<file path="src/hdl/mx4_pkg.sv">
// Shared types and constants for the 4x4 matrix add/subtract/multiply block.
// Used by mx4_ctrl, mx4_dpath and matrix4_add_sub_mul. No dependencies.
`timescale 1ns / 1ps
`default_nettype none

package mx4_pkg;

  localparam int DATA_W = 32;
  localparam int IDX_W  = 4;
  localparam int MODE_W = 2;

  // Mode register bit positions; mode 3 decodes as product (high bit only)
  localparam int MODE_SUB_BIT = 0;
  localparam int MODE_MUL_BIT = 1;

  localparam logic [MODE_W-1:0] MODE_MUL = 2'd2;

  localparam logic [DATA_W-1:0] Q_MAX = 32'h7FFF_FFFF;
  localparam logic [DATA_W-1:0] Q_MIN = 32'h8000_0000;

  typedef struct packed {
    logic             wr_en;
    logic             rd_en;
    logic             step_first;
    logic             step_last;
    logic             op_mul;
    logic             op_sub;
    logic [IDX_W-1:0] elem_index;
    logic             elem_last;
  } mx4_cmd_t;

endpackage

`default_nettype wire

</file>
<file path="src/hdl/mx4_ctrl.sv">
// Controller: load sequencing, mode register and per-element step issue.
// Depends on mx4_pkg.
`timescale 1ns / 1ps
`default_nettype none

module mx4_ctrl #(
  parameter int DIM = 4
) (
  input  wire                             clk,
  input  wire                             rst,
  input  wire                             in_valid,
  output logic                            in_ready,
  input  wire                             cfg_valid,
  output logic                            cfg_ready,
  input  wire  [mx4_pkg::MODE_W-1:0]      cfg_data,
  input  wire                             elem_done,
  output mx4_pkg::mx4_cmd_t               cmd,
  output logic [$clog2(DIM*DIM)-1:0]      wr_addr,
  output logic [$clog2(DIM*DIM)-1:0]      rd_left_addr,
  output logic [$clog2(DIM*DIM)-1:0]      rd_right_addr
);

  localparam int CELLS = DIM * DIM;
  localparam int CNT_W = $clog2(CELLS);
  localparam int R_W   = $clog2(DIM);

  typedef enum logic [1:0] {S_LOAD, S_ISSUE, S_WAIT} state_t;

  state_t                      state;
  logic [CNT_W-1:0]            load_count;
  logic [R_W-1:0]              row;
  logic [R_W-1:0]              col;
  logic [R_W-1:0]              k;
  logic [mx4_pkg::MODE_W-1:0]  mode_reg;
  logic                        op_mul;
  logic                        op_sub;

  logic [CNT_W-1:0]            elem_addr;
  logic [CNT_W+mx4_pkg::IDX_W-1:0] elem_ext;
  logic                        step_last;
  logic                        elem_last;

  assign cfg_ready = 1'b1;
  assign in_ready  = (state == S_LOAD);
  assign wr_addr   = load_count;

  always_comb begin
    elem_addr = CNT_W'(row) * CNT_W'(DIM) + CNT_W'(col);
    elem_ext  = (CNT_W + mx4_pkg::IDX_W)'(elem_addr);
    step_last = op_mul ? (k == R_W'(DIM - 1)) : 1'b1;
    elem_last = (row == R_W'(DIM - 1)) && (col == R_W'(DIM - 1));
    // product walks row of left and column of right; add/sub reads one cell
    rd_left_addr  = op_mul ? CNT_W'(row) * CNT_W'(DIM) + CNT_W'(k) : elem_addr;
    rd_right_addr = op_mul ? CNT_W'(k) * CNT_W'(DIM) + CNT_W'(col) : elem_addr;

    cmd.wr_en      = in_valid && (state == S_LOAD);
    cmd.rd_en      = (state == S_ISSUE);
    cmd.step_first = (k == '0);
    cmd.step_last  = step_last;
    cmd.op_mul     = op_mul;
    cmd.op_sub     = op_sub;
    cmd.elem_index = elem_ext[mx4_pkg::IDX_W-1:0];
    cmd.elem_last  = elem_last;
  end

  always_ff @(posedge clk) begin
    if (rst) begin
      state      <= S_LOAD;
      load_count <= '0;
      row        <= '0;
      col        <= '0;
      k          <= '0;
      mode_reg   <= mx4_pkg::MODE_MUL;
      op_mul     <= 1'b0;
      op_sub     <= 1'b0;
    end else begin
      if (cfg_valid && cfg_ready) begin
        mode_reg <= cfg_data;
      end
      unique case (state)
        S_LOAD: begin
          if (in_valid) begin
            if (load_count == CNT_W'(CELLS - 1)) begin
              // mode is sampled when the last element arrives
              load_count <= '0;
              op_mul     <= mode_reg[mx4_pkg::MODE_MUL_BIT];
              op_sub     <= mode_reg[mx4_pkg::MODE_SUB_BIT];
              row        <= '0;
              col        <= '0;
              k          <= '0;
              state      <= S_ISSUE;
            end else begin
              load_count <= load_count + 1'b1;
            end
          end
        end
        S_ISSUE: begin
          if (step_last) begin
            k     <= '0;
            state <= S_WAIT;
          end else begin
            k <= k + 1'b1;
          end
        end
        S_WAIT: begin
          if (elem_done) begin
            if (elem_last) begin
              state <= S_LOAD;
            end else begin
              if (col == R_W'(DIM - 1)) begin
                col <= '0;
                row <= row + 1'b1;
              end else begin
                col <= col + 1'b1;
              end
              state <= S_ISSUE;
            end
          end
        end
        default: begin
          state <= S_LOAD;
        end
      endcase
    end
  end

endmodule

`default_nettype wire

</file>
<file path="src/hdl/mx4_dpath.sv">
// Datapath: operand stores, shared multiply-accumulate pipeline, saturation
// and output register. Depends on mx4_pkg; driven by mx4_ctrl commands.
`timescale 1ns / 1ps
`default_nettype none

module mx4_dpath #(
  parameter int DIM       = 4,
  parameter int FRAC_BITS = 16
) (
  input  wire                               clk,
  input  wire                               rst,
  input  wire  signed [mx4_pkg::DATA_W-1:0] left_value,
  input  wire  signed [mx4_pkg::DATA_W-1:0] right_value,
  input  mx4_pkg::mx4_cmd_t                 cmd,
  input  wire  [$clog2(DIM*DIM)-1:0]        wr_addr,
  input  wire  [$clog2(DIM*DIM)-1:0]        rd_left_addr,
  input  wire  [$clog2(DIM*DIM)-1:0]        rd_right_addr,
  output logic                              out_valid,
  input  wire                               out_ready,
  output logic [mx4_pkg::IDX_W-1:0]         element_index,
  output logic signed [mx4_pkg::DATA_W-1:0] result_value,
  output logic                              saturated,
  output logic                              last_element,
  output logic                              elem_done
);

  localparam int CELLS = DIM * DIM;
  localparam int ACC_W = 65 + $clog2(DIM);
  localparam int DW    = mx4_pkg::DATA_W;

  logic [DW-1:0]         left_mem  [CELLS];
  logic [DW-1:0]         right_mem [CELLS];

  logic signed [DW-1:0]  left_rd;
  logic signed [DW-1:0]  right_rd;
  logic                  v1, f1, l1;
  logic signed [63:0]    prod;
  logic                  v2, f2, l2;
  logic signed [ACC_W-1:0] acc;
  logic                  v3;

  logic signed [63:0]    mul_res;
  logic signed [63:0]    term;
  logic                  clip;

  // operand stores
  always_ff @(posedge clk) begin
    if (cmd.wr_en) begin
      left_mem[wr_addr]  <= left_value;
      right_mem[wr_addr] <= right_value;
    end
    if (cmd.rd_en) begin
      left_rd  <= left_mem[rd_left_addr];
      right_rd <= right_mem[rd_right_addr];
    end
  end

  assign mul_res = left_rd * right_rd;
  // floor of the product; add/sub result passes straight through
  assign term = cmd.op_mul ? (prod >>> FRAC_BITS) : prod;
  assign clip = !((&acc[ACC_W-1:DW-1]) || !(|acc[ACC_W-1:DW-1]));
  assign elem_done = out_valid && out_ready;

  always_ff @(posedge clk) begin
    if (rst) begin
      v1        <= 1'b0;
      v2        <= 1'b0;
      v3        <= 1'b0;
      out_valid <= 1'b0;
    end else begin
      v1 <= cmd.rd_en;
      v2 <= v1;
      v3 <= v2 && l2;
      if (v3) begin
        out_valid <= 1'b1;
      end else if (out_ready) begin
        out_valid <= 1'b0;
      end
    end
  end

  always_ff @(posedge clk) begin
    f1 <= cmd.step_first;
    l1 <= cmd.step_last;
    f2 <= f1;
    l2 <= l1;
    if (v1) begin
      if (cmd.op_mul) begin
        prod <= mul_res;
      end else if (cmd.op_sub) begin
        prod <= 64'(left_rd) - 64'(right_rd);
      end else begin
        prod <= 64'(left_rd) + 64'(right_rd);
      end
    end
    if (v2) begin
      acc <= (f2 ? '0 : acc) + ACC_W'(term);
    end
    if (v3) begin
      element_index <= cmd.elem_index;
      last_element  <= cmd.elem_last;
      saturated     <= clip;
      if (clip) begin
        result_value <= acc[ACC_W-1] ? mx4_pkg::Q_MIN : mx4_pkg::Q_MAX;
      end else begin
        result_value <= acc[DW-1:0];
      end
    end
  end

endmodule

`default_nettype wire

</file>
<file path="src/hdl/matrix4_add_sub_mul.sv">
// Top level of the DIM x DIM matrix add/subtract/multiply block.
// Instantiates mx4_ctrl and mx4_dpath; uses mx4_pkg.
`timescale 1ns / 1ps
`default_nettype none

// Loads two DIM x DIM signed fixed-point matrices (FRAC_BITS fraction bits)
// one element pair per transaction, row-major, one per cycle. After the last
// pair it emits DIM*DIM results in row-major order, last_element on the final
// one; input is not taken while a run is being computed and delivered.
// operation_mode (cfg_data, reset 2) is sampled with the last input element:
// 0 add, 1 subtract, 2 or 3 matrix product. Products are floored to the
// fixed-point grid, summed from zero and saturated to 32 bits, with
// saturated flagging a clipped element. A single multiply-accumulate unit
// does every product: for each result the controller reads one row of the
// left and one column of the right matrix, then the multiply, accumulate and
// clip/output-register stages follow, and the next result is issued only after
// the previous one has been handed off; add and subtract read one cell per result.
module matrix4_add_sub_mul #(
  parameter int DIM       = 4,
  parameter int FRAC_BITS = 16
) (
  input  wire                               clk,
  input  wire                               rst,
  input  wire                               in_valid,
  output logic                              in_ready,
  input  wire  signed [mx4_pkg::DATA_W-1:0] left_value,
  input  wire  signed [mx4_pkg::DATA_W-1:0] right_value,
  output logic                              out_valid,
  input  wire                               out_ready,
  output logic [mx4_pkg::IDX_W-1:0]         element_index,
  output logic signed [mx4_pkg::DATA_W-1:0] result_value,
  output logic                              saturated,
  output logic                              last_element,
  input  wire                               cfg_valid,
  output logic                              cfg_ready,
  input  wire  [mx4_pkg::MODE_W-1:0]        cfg_data
);

  localparam int CNT_W = $clog2(DIM * DIM);

  mx4_pkg::mx4_cmd_t  cmd;
  logic [CNT_W-1:0]   wr_addr;
  logic [CNT_W-1:0]   rd_left_addr;
  logic [CNT_W-1:0]   rd_right_addr;
  logic               elem_done;

  mx4_ctrl #(
    .DIM (DIM)
  ) u_ctrl (
    .clk           (clk),
    .rst           (rst),
    .in_valid      (in_valid),
    .in_ready      (in_ready),
    .cfg_valid     (cfg_valid),
    .cfg_ready     (cfg_ready),
    .cfg_data      (cfg_data),
    .elem_done     (elem_done),
    .cmd           (cmd),
    .wr_addr       (wr_addr),
    .rd_left_addr  (rd_left_addr),
    .rd_right_addr (rd_right_addr)
  );

  mx4_dpath #(
    .DIM       (DIM),
    .FRAC_BITS (FRAC_BITS)
  ) u_dpath (
    .clk           (clk),
    .rst           (rst),
    .left_value    (left_value),
    .right_value   (right_value),
    .cmd           (cmd),
    .wr_addr       (wr_addr),
    .rd_left_addr  (rd_left_addr),
    .rd_right_addr (rd_right_addr),
    .out_valid     (out_valid),
    .out_ready     (out_ready),
    .element_index (element_index),
    .result_value  (result_value),
    .saturated     (saturated),
    .last_element  (last_element),
    .elem_done     (elem_done)
  );

endmodule

`default_nettype wire

</file>
<file path="config.mk">
export PLATFORM = sky130hd
export DESIGN_NAME = matrix4_add_sub_mul
export DESIGN_NICKNAME = d
export VERILOG_FILES = /design/src/hdl/mx4_pkg.sv /design/src/hdl/mx4_ctrl.sv /design/src/hdl/mx4_dpath.sv /design/src/hdl/matrix4_add_sub_mul.sv
export SDC_FILE = /design/constraint.sdc
export NUM_CORES = 2
export LEC_CHECK = 0
export BUFFER_PORTS_ARGS = -buffer_cell sky130_fd_sc_hd__buf_2
export CAP_MARGIN = 20
export CORE_MARGIN = 1
export CORE_UTILIZATION = 65
export CTS_BUF_LIST = sky130_fd_sc_hd__clkbuf_8
export DETAILED_ROUTE_END_ITERATION = 10
export GPL_ROUTABILITY_DRIVEN = 0
export GPL_TIMING_DRIVEN = 1
export PLACE_DENSITY = 0.92
export SLEW_MARGIN = 20
export SYNTH_ARGS = -nofsm -noshare
export SYNTH_HDL_FRONTEND = slang
export SYNTH_HIERARCHICAL = 1
export SYNTH_SLANG_ARGS = --single-unit
</file>
<file path="constraint.sdc">
create_clock -name clk -period 23.6 [get_ports clk]
set_input_delay 4.72 -clock clk [delete_from_list [all_inputs] [get_ports clk]]
set_output_delay 4.72 -clock clk [all_outputs]
set_load 0.005 [all_outputs]
</file>
=== Yosys cells after proc, flatten, opt, wreduce, memory -nomap -nowiden ===
Memory sizes are Yosys's and may differ from the RTL's. A register that Yosys moved wholly into a read port is not among the register bits.
Index checks and enable logic that the tools add are counted.

* Register bits: 193
* Latch bits: 0
* Bits in writable memories: 1024
* Bits in read-only memories: 0
* Input bits: 71
* Output and inout bits: 41
* Logic and storage cells: 99
* Memories: 2

* Add/sub/neg operators: 10
* Multipliers: 1
* Div/mod/pow operators: 0
* Order comparisons: 0
* Equal/unequal tests: 12
* Shifts and indexed selects: 0
* Muxes and demuxes: 32
* Bitwise logic cells: 0
* Reduce and logical (&&, ||, !) cells: 20

{| class="wikitable"
|+ Memories
! memory !! depth !! bits a word !! read ports !! clocked after memory_dff !! write ports !! line !! text
|-
| u_dpath.left_mem || 16 || 32 || 1 || 1 || 1 || mx4_dpath.sv:31 || <nowiki>logic [DW-1:0] left_mem [CELLS];</nowiki>
|-
| u_dpath.right_mem || 16 || 32 || 1 || 1 || 1 || mx4_dpath.sv:32 || <nowiki>logic [DW-1:0] right_mem [CELLS];</nowiki>
|}

{| class="wikitable"
|+ Operators with widths
! cell !! number
|-
| 64-bit 2-to-1 mux || 2
|-
| 67-bit adder || 1
|-
| 67-bit 2-to-1 mux || 1
|-
| 32-bit by 32-bit multiplier with 64-bit output || 1
|-
| 32-bit 2-to-1 mux || 2
|-
| 63-bit 2-to-1 mux || 1
|-
| 36-bit AND reduction || 1
|-
| 36-bit OR reduction || 1
|-
| 32-bit by 32-bit adder with 33-bit output || 1
|-
| 32-bit by 32-bit subtractor with 33-bit output || 1
|-
| 2-bit 2-to-1 mux || 13
|-
| 4-bit by 2-bit adder with 4-bit output || 3
|-
| 4-bit 2-to-1 mux || 3
|-
| 2-bit one-hot mux with 2 select lines || 3
|-
| 2-bit == test (second input constant) || 4
|-
| 2-bit inequality test (second input constant) || 4
|-
| 2-bit by 1-bit adder with 2-bit output (second input constant) || 3
|-
| 1-bit 2-to-1 mux || 6
|-
| 2-bit one-hot mux with 3 select lines || 1
|-
| 3-bit AND reduction || 2
|-
| 6-bit AND reduction || 1
|-
| 2-bit nonzero test || 3
|-
| 5-bit AND reduction || 1
|-
| 4-bit by 1-bit adder with 4-bit output (second input constant) || 1
|-
| other kinds (9) || 15
|}

=== Longest topological paths before layout ===
* Word-level depth: 5
* Gate-level depth with buffers: 28
* Gate-level depth less buffers: 26

=== Hierarchy ===
The synthesis kept the hierarchy.

{| class="wikitable"
|+ Modules (own cells, without submodules)
! module !! instances !! cells each !! area an instance (µm²) !! sequential area each (µm²)
|-
| mx4_dpath || 1 || 6856 || 90161.5 || 37906.4
|-
| mx4_ctrl || 1 || 110 || 944.7 || 320.3
|}

=== Worst setup path after synthesis ===
Ideal clock, no wire load.

* Path type: input to register
* Start point: in in_valid
* End point: mem u_dpath/left_mem[0][0] in the netlist's numbering (enable)
* Library setup time: 0.565 ns
* Arrival time: 9.905 ns
* Slack: 13.131 ns
* Cell stages on the path: 3
* Buffers on the path: 0
* Cells stage by stage: nor3b_2 > or3b_2 > nor3_1

* Word-level cells in the longest chain between the ends: 3

{| class="wikitable"
|+ RTL lines
! what !! line !! text
|-
| start, declared || matrix4_add_sub_mul.sv:24 || <nowiki>input wire in_valid,</nowiki>
|-
| 1-bit logical AND || mx4_ctrl.sv:56 || <nowiki>cmd.wr_en = in_valid && (state == S_LOAD);</nowiki>
|-
| 1-bit 2-to-1 mux || mx4_dpath.sv:48 || <nowiki>if (cmd.wr_en) begin</nowiki>
|-
| 1-bit 2-to-1 mux (not written as such) || mx4_dpath.sv:49 || <nowiki>left_mem[wr_addr] <= left_value;</nowiki>
|-
| end, declared || mx4_dpath.sv:31 ||
|}

Every way passes these cells.

=== Final worst setup path ===
* Start point: reg u_dpath.right_rd[3] (read register of u_dpath.right_mem)
* End point: reg u_dpath.prod[60] (data pin)

* Word-level cells in the longest chain between the ends: 3
* Elaborated cells between the ends (all ways): 5

{| class="wikitable"
|+ RTL lines
! what !! line !! text
|-
| start, declared || mx4_dpath.sv:35 || <nowiki>logic signed [DW-1:0] right_rd;</nowiki>
|-
| branches (longest 2 deep; another with 32-bit by 32-bit multiplier with 64-bit output) || n/a ||
|-
| 64-bit 2-to-1 mux * || mx4_dpath.sv:88 || <nowiki>if (cmd.op_mul) begin</nowiki>
|-
| end signal, assigned || mx4_dpath.sv:89 || <nowiki>prod <= mul_res;</nowiki>
|-
| end signal, assigned || mx4_dpath.sv:91 || <nowiki>prod <= 64'(left_rd) - 64'(right_rd);</nowiki>
|-
| end signal, assigned || mx4_dpath.sv:93 || <nowiki>prod <= 64'(left_rd) + 64'(right_rd);</nowiki>
|-
| end, declared || mx4_dpath.sv:37 || <nowiki>logic signed [63:0] prod;</nowiki>
|}

Every way passes the cells marked *.
A chain may end at the register's enable or synchronous reset.

==> metrics <==
status completed; Vias/cell around 6.8; sequential power share between 50% and 60%; core outline area 139000 sq um; most frequent cells in the layout edfxtp_1 (1257), inv_1 (1105), fa_1 (1084), nand2_1 (600), and2_1 (525); layout cells sized above 1 roughly 13%; worst hold path type flip-flop to flip-flop; Fillers 8076; Port Buffers 110; die span in y ~380 microns; synthesized area per cell approximately 13 sq um; Critical Path Fanout Max 37; Max Clock Freq 108 MHz; clock share of power 40.4%; # DRC 0; DP HPWL between 150000 and 200000 microns; Clock transition at path regs roughly 0.06 ns; Pwr Density between 40 and 50 nW/um^2; Synth async-reset ratio 0%; fin crit share about 39%; initial antenna violation count 28; combinational share of power about 1.8%; Critical Path RT between 20 and 25 ns; H-tree depth 4; P_leak roughly 39 nW; DR WL/cell a little under 30 microns; Syn Nets 8410; Synth Cell Area around 91000 sq um; largest net degree at the start of global routing ~130; Vias between 60000 and 70000; CTS tree built; Cell variety after synth between 90 and 100; Internal Power around 3.4 mW; final wirelength approximately 260000 microns; sequential cell area ~38000 sq um; worst setup path class flip-flop to flip-flop; clk buf depth 3; die footprint 142000 sq um; gr ovfl total 0; cell count after synthesis around 7000; Starting Density between 60% and 70%; Max Cap Viol 0; register area share after synthesis between 40% and 50%; first-pass GRT wire length between 300000 and 400000 microns; multi-input logic area about 48000 sq um; Setup Buffers After CTS 0; headroom to the max-slew limit 20.2%; total CTS buffers between 150 and 200; Std-Cell Rows ~140; remaining antenna violation count after routing 0; CTS Root Buffer Type clkbuf_8; cts hold-fix bufs 0; first-pass detailed-route iteration total 10; Sink Count approximately 1300; commonest non-fill, non-tap cell in the layout edfxtp_1; Psw around 1 mW; RSZ-0062 raised after global routing no; Peak VDD IR between 0.07 and 0.08 mV; area grow syn2layout 6.84%; min cycle time layout approximately 9.3 ns; Yosys reg bits 1281; die width ~380 microns; number of synthesized flops with an enable pin roughly 1300; vias in the first global route between 60000 and 70000; total negative slack 0 ns; Primary FF master, synth edfxtp_1; sw frac between 20% and 30%; initial drt markers between 9000 and 10000; number of gates resized after CTS 0; io pins about 110; Ys Warns 6; biggest registers after layout u_dpath/left_mem (512), u_dpath/right_mem (512), u_dpath/acc (67); Worst-Skew Late Latency roughly 1 ns; # setup viols final 0; Max Clock Skew 0.0924 ns; Final Hold Viols 0; fin. max-slew vios 0; nets@finish approximately 8400; Startpoint Class flip-flop; gr usage total 38.1%; Slew @ Worst Pin around 1.2 ns; dpl ws roughly 14 ns; Final Worst Setup Slack approximately 14 ns; Worst Setup End Kind flip-flop; Critical Path AT between 9 and 10 ns
Yosys cell counts, types with 7 or more instances:
library cell,number,area share (%)
nand4_1,38,0.26
xor2_1,57,0.55
clkbuf_1,322,1.3
or4_1,9,0.074
and2_1,525,3.6
or3_1,12,0.082
nand2b_1,27,0.19
a221oi_1,10,0.096
edfxtp_1,1257,41
inv_1,1047,4.3
o22ai_1,8,0.055
nand3b_1,9,0.074
mux2_2,50,0.62
nand2_1,600,2.5
buf_1,37,0.15
mux4_2,320,7.9
o2111ai_1,10,0.096
o21a_1,29,0.24
nor3_1,53,0.29
nor4_1,17,0.12
a21o_1,98,0.81
a21boi_0,7,0.058
ha_1,289,4.0
fa_1,1084,24
a211o_1,8,0.077
o211ai_1,19,0.16
nor2b_1,54,0.37
dfxtp_1,24,0.53
nand3_1,48,0.26
o21ai_2,12,0.12
xnor2_1,113,1.1
a31oi_1,35,0.24
and3_1,18,0.12
mux2i_1,10,0.11
nor2_1,192,0.79
o21ai_0,133,0.73
a21oi_1,213,1.2
a211oi_1,17,0.14
o21bai_1,28,0.23
o31ai_1,13,0.11
buf_4,11,0.091
worst max-delay path: stages, from the launching register on:
cell      delay (ns)
edfxtp_1        0.39
buf_4           0.53
and2_1          0.30
fa_1            0.50
fa_1            0.57
fa_1            0.69
fa_1            1.14
inv_1           0.49
fa_1            0.61
inv_1           0.06
fa_1            0.54
inv_1           0.05
fa_1            0.49
inv_1           0.06
fa_1            0.46
ha_1            0.36
a21o_1          0.22
a21o_1          0.18
a21oi_1         0.22
nor3b_1         0.23
o211ai_1        0.21
a31oi_1         0.29
mux2i_1         0.24
nand3_2         0.08
stage by stage:
| step | hold slack [ns] | instance area, sq um | std cells | util [%] | total power, mW |
|---|---|---|---|---|---|
| 5_1_grt | 0.330 | 97300 | 9050 | 69.8 | 4.47 |
| 3_5_place_dp | 0.313 | 93500 | 8683 | 67.1 | 2.64 |
| 6_report | 0.325 | 97300 | 9061 | 69.8 | 4.36 |
| 3_3_place_gp | 0.313 | 93500 | 8683 | 67.1 | 2.63 |
| 2_1_floorplan | 0.310 | 91100 | 6966 | - | 2.59 |
| 4_1_cts | 0.325 | 97200 | 9034 | 69.8 | 4.38 |
final timing paths:
kind                             from  slack (ns)  cells past startpoint          endpoint
setup reg to reg  u_dpath/right_rd[3]       14.32                     23  u_dpath/prod[60]
setup / recovery  u_dpath/right_rd[3]       14.32                     23  u_dpath/prod[60]
hold / removal             u_dpath/l1        0.32                      0        u_dpath/l2
hold reg to reg            u_dpath/l1        0.32                      0        u_dpath/l2
cell families (layout without fill, tap and decap cells):
kind of cell / after synthesis / count (layout) / share of synthesized area, %
buf+inv: 1425 / 1619 / 5.95
fa+ha+maj: 1373 / 1373 / 27.8
other cells: 1 / 26 / 0.00412
flops: 1281 / 1281 / 42.0
xor+xnor: 170 / 170 / 1.63
mux: 380 / 380 / 8.64
simple gates: 1636 / 1636 / 9.05
compound gates: 700 / 700 / 4.97
routing by layer:
metal	global-route usage, %	vias to the layer above	share of wire (%)
li1	-	23660	-
met1	44.1	29846	31
met2	59.4	5822	47
met3	14.1	1820	14
met4	25.7	28	7.9
met5	0.858	-	0.096
cell type report:
type,count,area share [%]
Antenna cell,25,0.0643
Clock buffer,193,2.73
Clock inverter,158,1.07
Inverter,1047,4.04
Multi-Input combinational cell,4260,48.9
Sequential cell,1281,39.3
Tap cell,1876,2.41
Timing Repair Buffer,221,1.46
power groups by stage:
stage          Combinational (mW)  Sequential [mW]  Clock, mW
3_5_place_dp               0.0727             2.57          0
6_report                   0.0764             2.52       1.76
2_1_floorplan              0.0261             2.57          0
5_1_grt                    0.0781             2.52       1.87
4_1_cts                    0.0740             2.52       1.78
3_3_place_gp               0.0648             2.56          0
(Power assumes the default switching activity.)
